File: src/rtl/thcp_pkg.sv
// shared types, constants and hex decode for the tagged hex coordinate parser
package thcp_pkg;

  localparam int WIN_LEN = 12;
  localparam int TAG_MSG_LEN = 10;
  localparam int NUM_TAGS = 5;
  localparam int COORD_W = 12;
  localparam int CNT_W = 4;
  localparam logic [7:0] CR_BYTE = 8'h0D;

  typedef logic [7:0] byte_t;
  typedef byte_t [WIN_LEN-1:0] window_t;

  typedef enum logic [2:0] {
    KIND_NONE   = 3'd0,
    KIND_LINK   = 3'd1,
    KIND_HEAD   = 3'd2,
    KIND_TAIL   = 3'd3,
    KIND_BLUE   = 3'd4,
    KIND_ORANGE = 3'd5,
    KIND_YELLOW = 3'd6
  } kind_t;

  typedef struct packed {
    logic                 hit;
    kind_t                kind;
    logic [COORD_W-1:0]   x;
    logic [COORD_W-1:0]   y;
  } match_t;

  // link notice, oldest byte first, ending in carriage return
  localparam byte_t LINK_TEXT [WIN_LEN] = '{
    8'h57, 8'h49, 8'h46, 8'h49, 8'h20, 8'h47,
    8'h4F, 8'h54, 8'h20, 8'h49, 8'h50, CR_BYTE
  };

  // HED, TAL, BBE, BOE, BYL
  localparam byte_t TAG_TEXT [NUM_TAGS][3] = '{
    '{8'h48, 8'h45, 8'h44},
    '{8'h54, 8'h41, 8'h4C},
    '{8'h42, 8'h42, 8'h45},
    '{8'h42, 8'h4F, 8'h45},
    '{8'h42, 8'h59, 8'h4C}
  };

  localparam kind_t TAG_KIND [NUM_TAGS] = '{
    KIND_HEAD, KIND_TAIL, KIND_BLUE, KIND_ORANGE, KIND_YELLOW
  };

  // non-hex characters decode as zero
  function automatic logic [3:0] hex_value(input byte_t c);
    byte_t d;
    logic [3:0] v;
    d = 8'h00;
    v = 4'h0;
    if (c >= 8'h30 && c <= 8'h39) begin
      d = c - 8'h30;
      v = d[3:0];
    end else if (c >= 8'h41 && c <= 8'h46) begin
      d = c - 8'h37;
      v = d[3:0];
    end else if (c >= 8'h61 && c <= 8'h66) begin
      d = c - 8'h57;
      v = d[3:0];
    end
    return v;
  endfunction

endpackage

File: src/rtl/tagged_hex_coordinate_parser.sv
// top level: input register, window state and result register of the coordinate parser
//
// Takes one received serial byte per request on the in_ channel (in_tdata = the
// byte, in_tuser = halted) and returns exactly one result per byte on the out_
// channel. out_tuser carries the match kind (0 none, 1 link up, 2..6 head, tail,
// blue, orange, yellow); out_tdata carries coord_x, coord_y and the sticky
// link_up flag. A carriage return closes a message: the newest 12 bytes are
// compared against the link notice, or the newest 10 against a tag plus six
// hex digits. Any match restarts the byte count.
// An accepted byte waits in the input register, then the window compare and hex
// decode feed the result register. One byte is taken every cycle while the
// receiver keeps out_tready high; the window update loop sets that rate.
// Reset (rst_n low, synchronous) empties both stages, clears the byte count
// and the link flag. When the receiver holds out_tready low, the result
// register holds and the input register, if empty, still takes one more
// byte before in_tready falls.
module tagged_hex_coordinate_parser (
  input  logic        clk,
  input  logic        rst_n,
  input  logic        in_tvalid,
  output logic        in_tready,
  input  logic [7:0]  in_tdata,   // [7:0] rx_byte
  input  logic        in_tuser,   // [0] halted
  output logic        out_tvalid,
  input  logic        out_tready,
  output logic [31:0] out_tdata,  // [11:0] coord_x, [23:12] coord_y, [24] link_up, zero fill
  output logic [2:0]  out_tuser   // [2:0] match_kind
);

  localparam int CNT_W = thcp_pkg::CNT_W;
  localparam int COORD_W = thcp_pkg::COORD_W;

  logic                  in_vld_r;
  thcp_pkg::byte_t       byte_r;
  logic                  halt_r;
  thcp_pkg::window_t     win_r, win_nxt;
  logic [CNT_W-1:0]      cnt_r, cnt_nxt, cnt_inc;
  logic                  link_r, link_nxt;
  logic                  out_vld_r;
  thcp_pkg::kind_t       out_kind_r;
  logic [COORD_W-1:0]    out_x_r, out_y_r;
  logic                  out_link_r;
  logic                  adv;
  thcp_pkg::match_t      res;

  assign adv       = !out_vld_r || out_tready;
  assign in_tready = !in_vld_r || adv;

  // shift the new byte in at the top index before matching
  always_comb begin
    win_nxt = {byte_r, win_r[thcp_pkg::WIN_LEN-1:1]};
    cnt_inc = (cnt_r >= CNT_W'(thcp_pkg::WIN_LEN)) ? cnt_r : cnt_r + 1'b1;
  end

  thcp_match u_match (
    .win    (win_nxt),
    .cnt    (cnt_inc),
    .halted (halt_r),
    .res    (res)
  );

  // stale window bytes need no clearing: the count gates every compare
  assign cnt_nxt  = res.hit ? '0 : cnt_inc;
  assign link_nxt = link_r | (res.kind == thcp_pkg::KIND_LINK);

  always_ff @(posedge clk) begin
    if (!rst_n) begin
      in_vld_r  <= 1'b0;
      out_vld_r <= 1'b0;
      cnt_r     <= '0;
      link_r    <= 1'b0;
    end else begin
      if (in_tready) begin
        in_vld_r <= in_tvalid;
      end
      if (adv) begin
        out_vld_r <= in_vld_r;
      end
      if (adv && in_vld_r) begin
        cnt_r  <= cnt_nxt;
        link_r <= link_nxt;
      end
    end
  end

  always_ff @(posedge clk) begin
    if (in_tvalid && in_tready) begin
      byte_r <= in_tdata;
      halt_r <= in_tuser;
    end
    if (adv && in_vld_r) begin
      win_r      <= win_nxt;
      out_kind_r <= res.kind;
      out_x_r    <= res.x;
      out_y_r    <= res.y;
      out_link_r <= link_nxt;
    end
  end

  assign out_tvalid = out_vld_r;
  assign out_tuser  = out_kind_r;
  assign out_tdata  = {7'b0, out_link_r, out_y_r, out_x_r};

endmodule

File: src/rtl/thcp_match.sv
// message recognizer: link notice and tagged coordinate compare on the byte window
module thcp_match (
  input  thcp_pkg::window_t             win,
  input  logic [thcp_pkg::CNT_W-1:0]    cnt,
  input  logic                          halted,
  output thcp_pkg::match_t              res
);

  localparam int CNT_W = thcp_pkg::CNT_W;

  logic link_eq;
  logic [thcp_pkg::NUM_TAGS-1:0] tag_eq;
  logic is_cr;

  assign is_cr = (win[thcp_pkg::WIN_LEN-1] == thcp_pkg::CR_BYTE);

  always_comb begin
    link_eq = 1'b1;
    for (int i = 0; i < thcp_pkg::WIN_LEN; i++) begin
      if (win[i] != thcp_pkg::LINK_TEXT[i]) begin
        link_eq = 1'b0;
      end
    end
  end

  // tag sits at the start of the newest ten bytes
  always_comb begin
    for (int t = 0; t < thcp_pkg::NUM_TAGS; t++) begin
      tag_eq[t] = 1'b1;
      for (int k = 0; k < 3; k++) begin
        if (win[thcp_pkg::WIN_LEN - thcp_pkg::TAG_MSG_LEN + k] != thcp_pkg::TAG_TEXT[t][k]) begin
          tag_eq[t] = 1'b0;
        end
      end
    end
  end

  always_comb begin
    res.hit  = 1'b0;
    res.kind = thcp_pkg::KIND_NONE;
    res.x    = '0;
    res.y    = '0;
    if (is_cr) begin
      if (cnt >= CNT_W'(thcp_pkg::WIN_LEN) && link_eq) begin
        res.hit  = 1'b1;
        res.kind = thcp_pkg::KIND_LINK;
      end else if (!halted && cnt >= CNT_W'(thcp_pkg::TAG_MSG_LEN)) begin
        for (int t = thcp_pkg::NUM_TAGS - 1; t >= 0; t--) begin
          if (tag_eq[t]) begin
            res.hit  = 1'b1;
            res.kind = thcp_pkg::TAG_KIND[t];
          end
        end
        if (res.hit) begin
          res.x = {thcp_pkg::hex_value(win[5]), thcp_pkg::hex_value(win[6]),
                   thcp_pkg::hex_value(win[7])};
          res.y = {thcp_pkg::hex_value(win[8]), thcp_pkg::hex_value(win[9]),
                   thcp_pkg::hex_value(win[10])};
        end
      end
    end
  end

endmodule
File: config.mk
export PLATFORM = sky130hd
export DESIGN_NAME = tagged_hex_coordinate_parser
export DESIGN_NICKNAME = d
export VERILOG_FILES = /design/src/rtl/thcp_pkg.sv /design/src/rtl/tagged_hex_coordinate_parser.sv /design/src/rtl/thcp_match.sv
export SDC_FILE = /design/constraint.sdc
export NUM_CORES = 1
export LEC_CHECK = 0
export ABC_AREA = 1
export BUFFER_PORTS_ARGS = -buffer_cell sky130_fd_sc_hd__clkbuf_2
export CAP_MARGIN = 0
export CORE_UTILIZATION = 40
export DETAILED_ROUTE_END_ITERATION = 6
export PLACE_DENSITY_LB_ADDON = 0.15
export REMOVE_ABC_BUFFERS = 1
export SETUP_SLACK_MARGIN = 0.02
export SLEW_MARGIN = 20
export SYNTH_ARGS = -nofsm -noshare
export SYNTH_HDL_FRONTEND = slang
export SYNTH_HIERARCHICAL = 1
export SYNTH_SLANG_ARGS = --single-unit
File: constraint.sdc
create_clock -name clk -period 4.9 [get_ports clk]
set_input_delay 0.245 -clock clk [delete_from_list [all_inputs] [get_ports clk]]
set_output_delay 0.245 -clock clk [all_outputs]
set_load 0.05 [all_outputs]
## Yosys cells after proc, flatten, opt, wreduce, memory -nomap -nowiden

Cells that the tools add are included.

- Bitwise gates (word level): 4
- Reductions and logical operators: 28
- Muxes and demuxes: 58
- Equality and inequality tests: 25
- Order comparisons: 39
- Add/sub/neg operators: 19

Operator list:

| cell | number |
|---|---|
| inequality test 8 x 7 -> 1 bit, second input constant | 20 |
| two-way mux 4 bit | 29 |
| greater-or-equal comparator 8 x 7 -> 1 bit, second input constant | 12 |
| <= comparator 8 x 7 -> 1 bit, second input constant | 12 |
| two-way mux 28 bit | 2 |
| greater-or-equal comparator 8 x 6 -> 1 bit, second input constant | 6 |
| <= comparator 8 x 6 -> 1 bit, second input constant | 6 |
| two-way mux 24 bit | 2 |
| subtractor 4 x 3 -> 4 bit, second input constant | 12 |
| two-way mux 1 bit | 25 |
| subtractor 4 x 1 -> 4 bit, second input constant | 6 |
| logical AND 1 bit | 22 |
| inequality test 8 x 6 -> 1 bit, second input constant | 2 |
| greater-or-equal comparator 4 bit, second input constant | 3 |
| == test 8 x 4 -> 1 bit, second input constant | 1 |
| inequality test 8 x 4 -> 1 bit, second input constant | 1 |
| adder 4 x 1 -> 4 bit, second input constant | 1 |
| OR reduction 4 bit | 1 |
| == test 3 x 1 -> 1 bit, second input constant | 1 |
| zero test 1 bit | 3 |
| inverter 1 bit | 3 |
| logical OR 1 bit | 2 |
| bitwise OR 1 bit | 1 |

- Register bits after elaboration: 132
- Output and inout bits: 37
- Input port bits: 13

## Depth between registers and ports, before layout

- Word-level depth: 22
- Depth in mapped cells: 20
- Mapped depth without buffers: 20

## Modules after synthesis

Netlist, hierarchy kept.

Modules (own cells, without submodules):

| module | sequential area each (µm²) | area an instance (µm²) | instances | cells an instance |
|---|---|---|---|---|
| tagged_hex_coordinate_parser | 3,893.7 | 4,191.5 | 1 | 194 |
| thcp_match | 0.0 | 2,053.2 | 1 | 442 |

## Least setup slack after synthesis

Ideal clock, no wire load.

- Kind: flip-flop to flip-flop
- Start point: register out_vld_r, in the netlist out_tvalid
- End point: register out_link_r (enable)
- Arrival time: 2.034 ns
- Cell stages (with the launch flop): 4
- Library setup time: 0.419 ns
- Data required time: 4.481 ns
- Buffers on the path: 0
- Setup slack: 2.448 ns
- Path through: dfxtp_1 nand2_1 nand2_2 inv_2

- Word-level cells in the longest chain between the ends: 3

Ends and longest elaborated chain:

| item | line | source |
|---|---|---|
| start, declared | tagged_hex_coordinate_parser.sv:39 | `logic out_vld_r;` |
| start signal, assigned | tagged_hex_coordinate_parser.sv:77 | `out_vld_r <= in_vld_r;` |
| zero test 1 bit | tagged_hex_coordinate_parser.sv:46 | `assign adv = !out_vld_r \|\| out_tready;` |
| logical OR 1 bit | tagged_hex_coordinate_parser.sv:46 |  |
| logical AND 1 bit | tagged_hex_coordinate_parser.sv:91 | `if (adv && in_vld_r) begin` |
| end signal, assigned | tagged_hex_coordinate_parser.sv:96 | `out_link_r <= link_nxt;` |
| end, declared | tagged_hex_coordinate_parser.sv:42 | `logic out_link_r;` |

Every way passes these cells.
A chain may end at the register's enable or synchronous reset.

==> metrics.md <==
| Metric | Value |
|---|---|
| Status | `completed` |
| Cell Rows | `45` |
| Crit path capture type | `flip-flop` |
| Met1 GRT Util | `0.204` |
| Worst reg-to-reg path cell count | `20` |
| Total Neg Setup Slack | `0 ps` |
| DRC | `0` |
| Cells along the critical path | `ha_1 -> inv_1 -> nand2_1 -> nand3_1 -> nand2_1 -> inv_1 -> nand2_1 -> nor2_1 -> nand2_1 -> nor2_1 -> nand2_1 -> nor2_1 -> nor2_1 -> nand2_1 -> nor2_1 -> inv_1 -> nand2_1 -> o21ai_0 -> nand2_1 -> a21oi_1` |
| Cells after Synth | `635` |
| Delay of the slowest critical-path stage | `320 ps` |
| N_diodes | `0` |
| Core Area | `15200 sq um` |
| PortBufs | `42` |
| H-tree depth | `4` |
| Top Family by Delay on Critical Path | `simple AND/OR/NAND/NOR gates` |
| DPL Wire Length | `9.01 mm` |
| Hold Path Depth | `3` |
| Worst hold margin | `61.5 ps` |
| DR WL/cell | `13.9 um` |
| Clock Tree Buf Depth | `2` |
| Leak | `2.94 nW` |
| YS warnings | `6` |
| Final ANT Viol Nets | `0` |
| Count of pins over their slew limit | `0` |
| Largest net degree at the start of global routing | `86` |
| TritonCTS clock tree | `built` |
| Post-layout net count | `737` |
| HP Start | `rst_n` |
| Final Hold Vio Count | `0` |
| Total track usage | `0.170` |
| Setup Buffers After CTS | `0` |
| Pre-CTS setup slack | `2540 ps` |
| Crit-path slowest cell | `dfxtp_1` |
| End of the worst register-to-register path | `link_r` |
| Pwr dens | `367 nW/um^2` |
| WP data arrival | `2730 ps` |
| Relative slew slack | `0.316` |
| Worst reg-to-reg setup slack | `2510 ps` |
| Pin slew with the least headroom to its limit | `1030 ps` |
| Initial Util | `0.411` |
| Fin cells | `905` |
| Post-Syn Area per Cell | `9.83 sq um` |
| Avg Vias per Cell | `4.83` |
| GR met2 Demand/Resource | `0.287` |
| GRT overflow | `0` |
| FF-to-FF Start | `cnt_r[0]` |
| CP required | `5250 ps` |
| Area after DPL | `6660 sq um` |
| Initial drt markers | `300` |
| Die height | `127 um` |
| CP Buf/Inv Count | `3` |
| Max Freq | `419 MHz` |
| Fin area | `7310 sq um` |
| DR vias | `4372` |
| Worst skew pair latency | `430 ps` |
| Share of cells above drive strength 1 | `0.126` |
| CTS clk-pin slew, worst paths | `60 ps` |
| Die W | `127 um` |
| Min Tclk post-route | `2390 ps` |
| Startpoint types | `flip-flop` |
| First-pass GRT wire length | `20.6 mm` |
| Setup ws final | `2510 ps` |
| Class of the worst hold path | `input port to flip-flop` |
| CP most frequent cell | `nand2_1` |
| GRT busiest layer | `met2` |
| Total Wirelength | `12.6 mm` |
| Vias in the first global route | `4219` |
| Antenna violations before repair | `0` |
| Hold worst-path end | `cnt_r[3]` |
| Placed Instances | `864` |
| Area Overhead vs Synth | `17.1%` |
| CTS Buf Count | `17` |
| Syn Std Cell Area | `6240 sq um` |
| Routability cong. | `0.912` |
| Max VDD drop | `0.267 mV` |
| RSZ-0062 raised after global routing | `no` |
| Critical path type | `flip-flop to flip-flop` |
| CTS sink cnt | `132` |
| Maxcap violations | `0` |
| First-pass DRT Iterations | `5` |
| Worst clock skew | `11.0 ps` |
| Root Driver | `clkbuf_16` |
| Crit path max fanout | `3` |
| GRT met3 Usage | `0.0422` |
| Setup-failing EPs final | `0` |
| Final worst path period share | `0.487` |
| IO Pins | `50` |
| Die Area | `16100 sq um` |
## metrics by stage
stage / util / total power [mW]
after CTS: 0.481 / 2.71
after floorplan: - / 1.45
final: 0.481 / 2.68
after global routing: 0.481 / 2.78
after global placement: 0.438 / 1.50
after detailed placement: 0.438 / 1.50
## metal layers
layer	routed length, um	share of wire
met4	274	0.022
met1	5690	0.45
met5	0	0
met3	452	0.036
met2	6180	0.49
## repair_timing
action | 4_1_cts | 5_1_grt
hold buffers | 9 | 0
resized for setup | 0 | 0
hold endpoints to repair | 9 | 0
## layout by cell type (no fill, tap or decap), drive strengths merged, types with 2 or more instances in the layout
cell           n
inv          108
dfxtp          7
conb           7
ha            20
nor3           7
edfxtp       125
nor3b          2
o211ai         4
nand2        132
clkinvlp       3
dlygate4sd3    9
clkbuf        59
nand4         12
nand3         41
a21oi         15
nor2         134
nand3b         6
clkinv         2
o21ai         14
## registers in the layout, indices dropped and copies added (netlist names)
signal	cells
win_nxt	88
out_x_r	12
out_y_r	12
byte_r	8
cnt_r	4
out_tuser	3
halt_r	1
in_vld_r	1
link_r	1
out_link_r	1
out_tvalid	1
## report_power, final
| group | internal [mW] | switching, mW | leakage, nW |
|---|---|---|---|
| Clock | 0.668 | 0.534 | 0.268 |
| Sequential | 1.29 | 0.0375 | 1.25 |
| Combinational | 0.0398 | 0.114 | 1.43 |
| Total | 2.00 | 0.686 | 2.94 |
## worst min-delay path, cell delays in order
cell	delay, ps
clkbuf_2	100
nand2_1	60
a21oi_1	30
## area by class of cell
type	instances	area, sq um
Fill cell	1398	7890
Multi-Input combinational cell	403	1940
Sequential cell	132	3890
Inverter	98	370
Clock inverter	15	135
Tap cell	188	235
Clock buffer	17	425
Timing Repair Buffer	52	308
## worst max path at each step
stage                     startpoint         end  slack, ps  cells after the start
after floorplan           out_tvalid  out_link_r       2450                      3
after global placement      cnt_r[0]      link_r       2590                     20
after detailed placement    cnt_r[0]      link_r       2540                     20
after CTS                   cnt_r[0]      link_r       2510                     20
after global routing        cnt_r[0]      link_r       2250                     20
final                       cnt_r[0]      link_r       2510                     20
No activity file was read; power rests on OpenSTA's default activity.
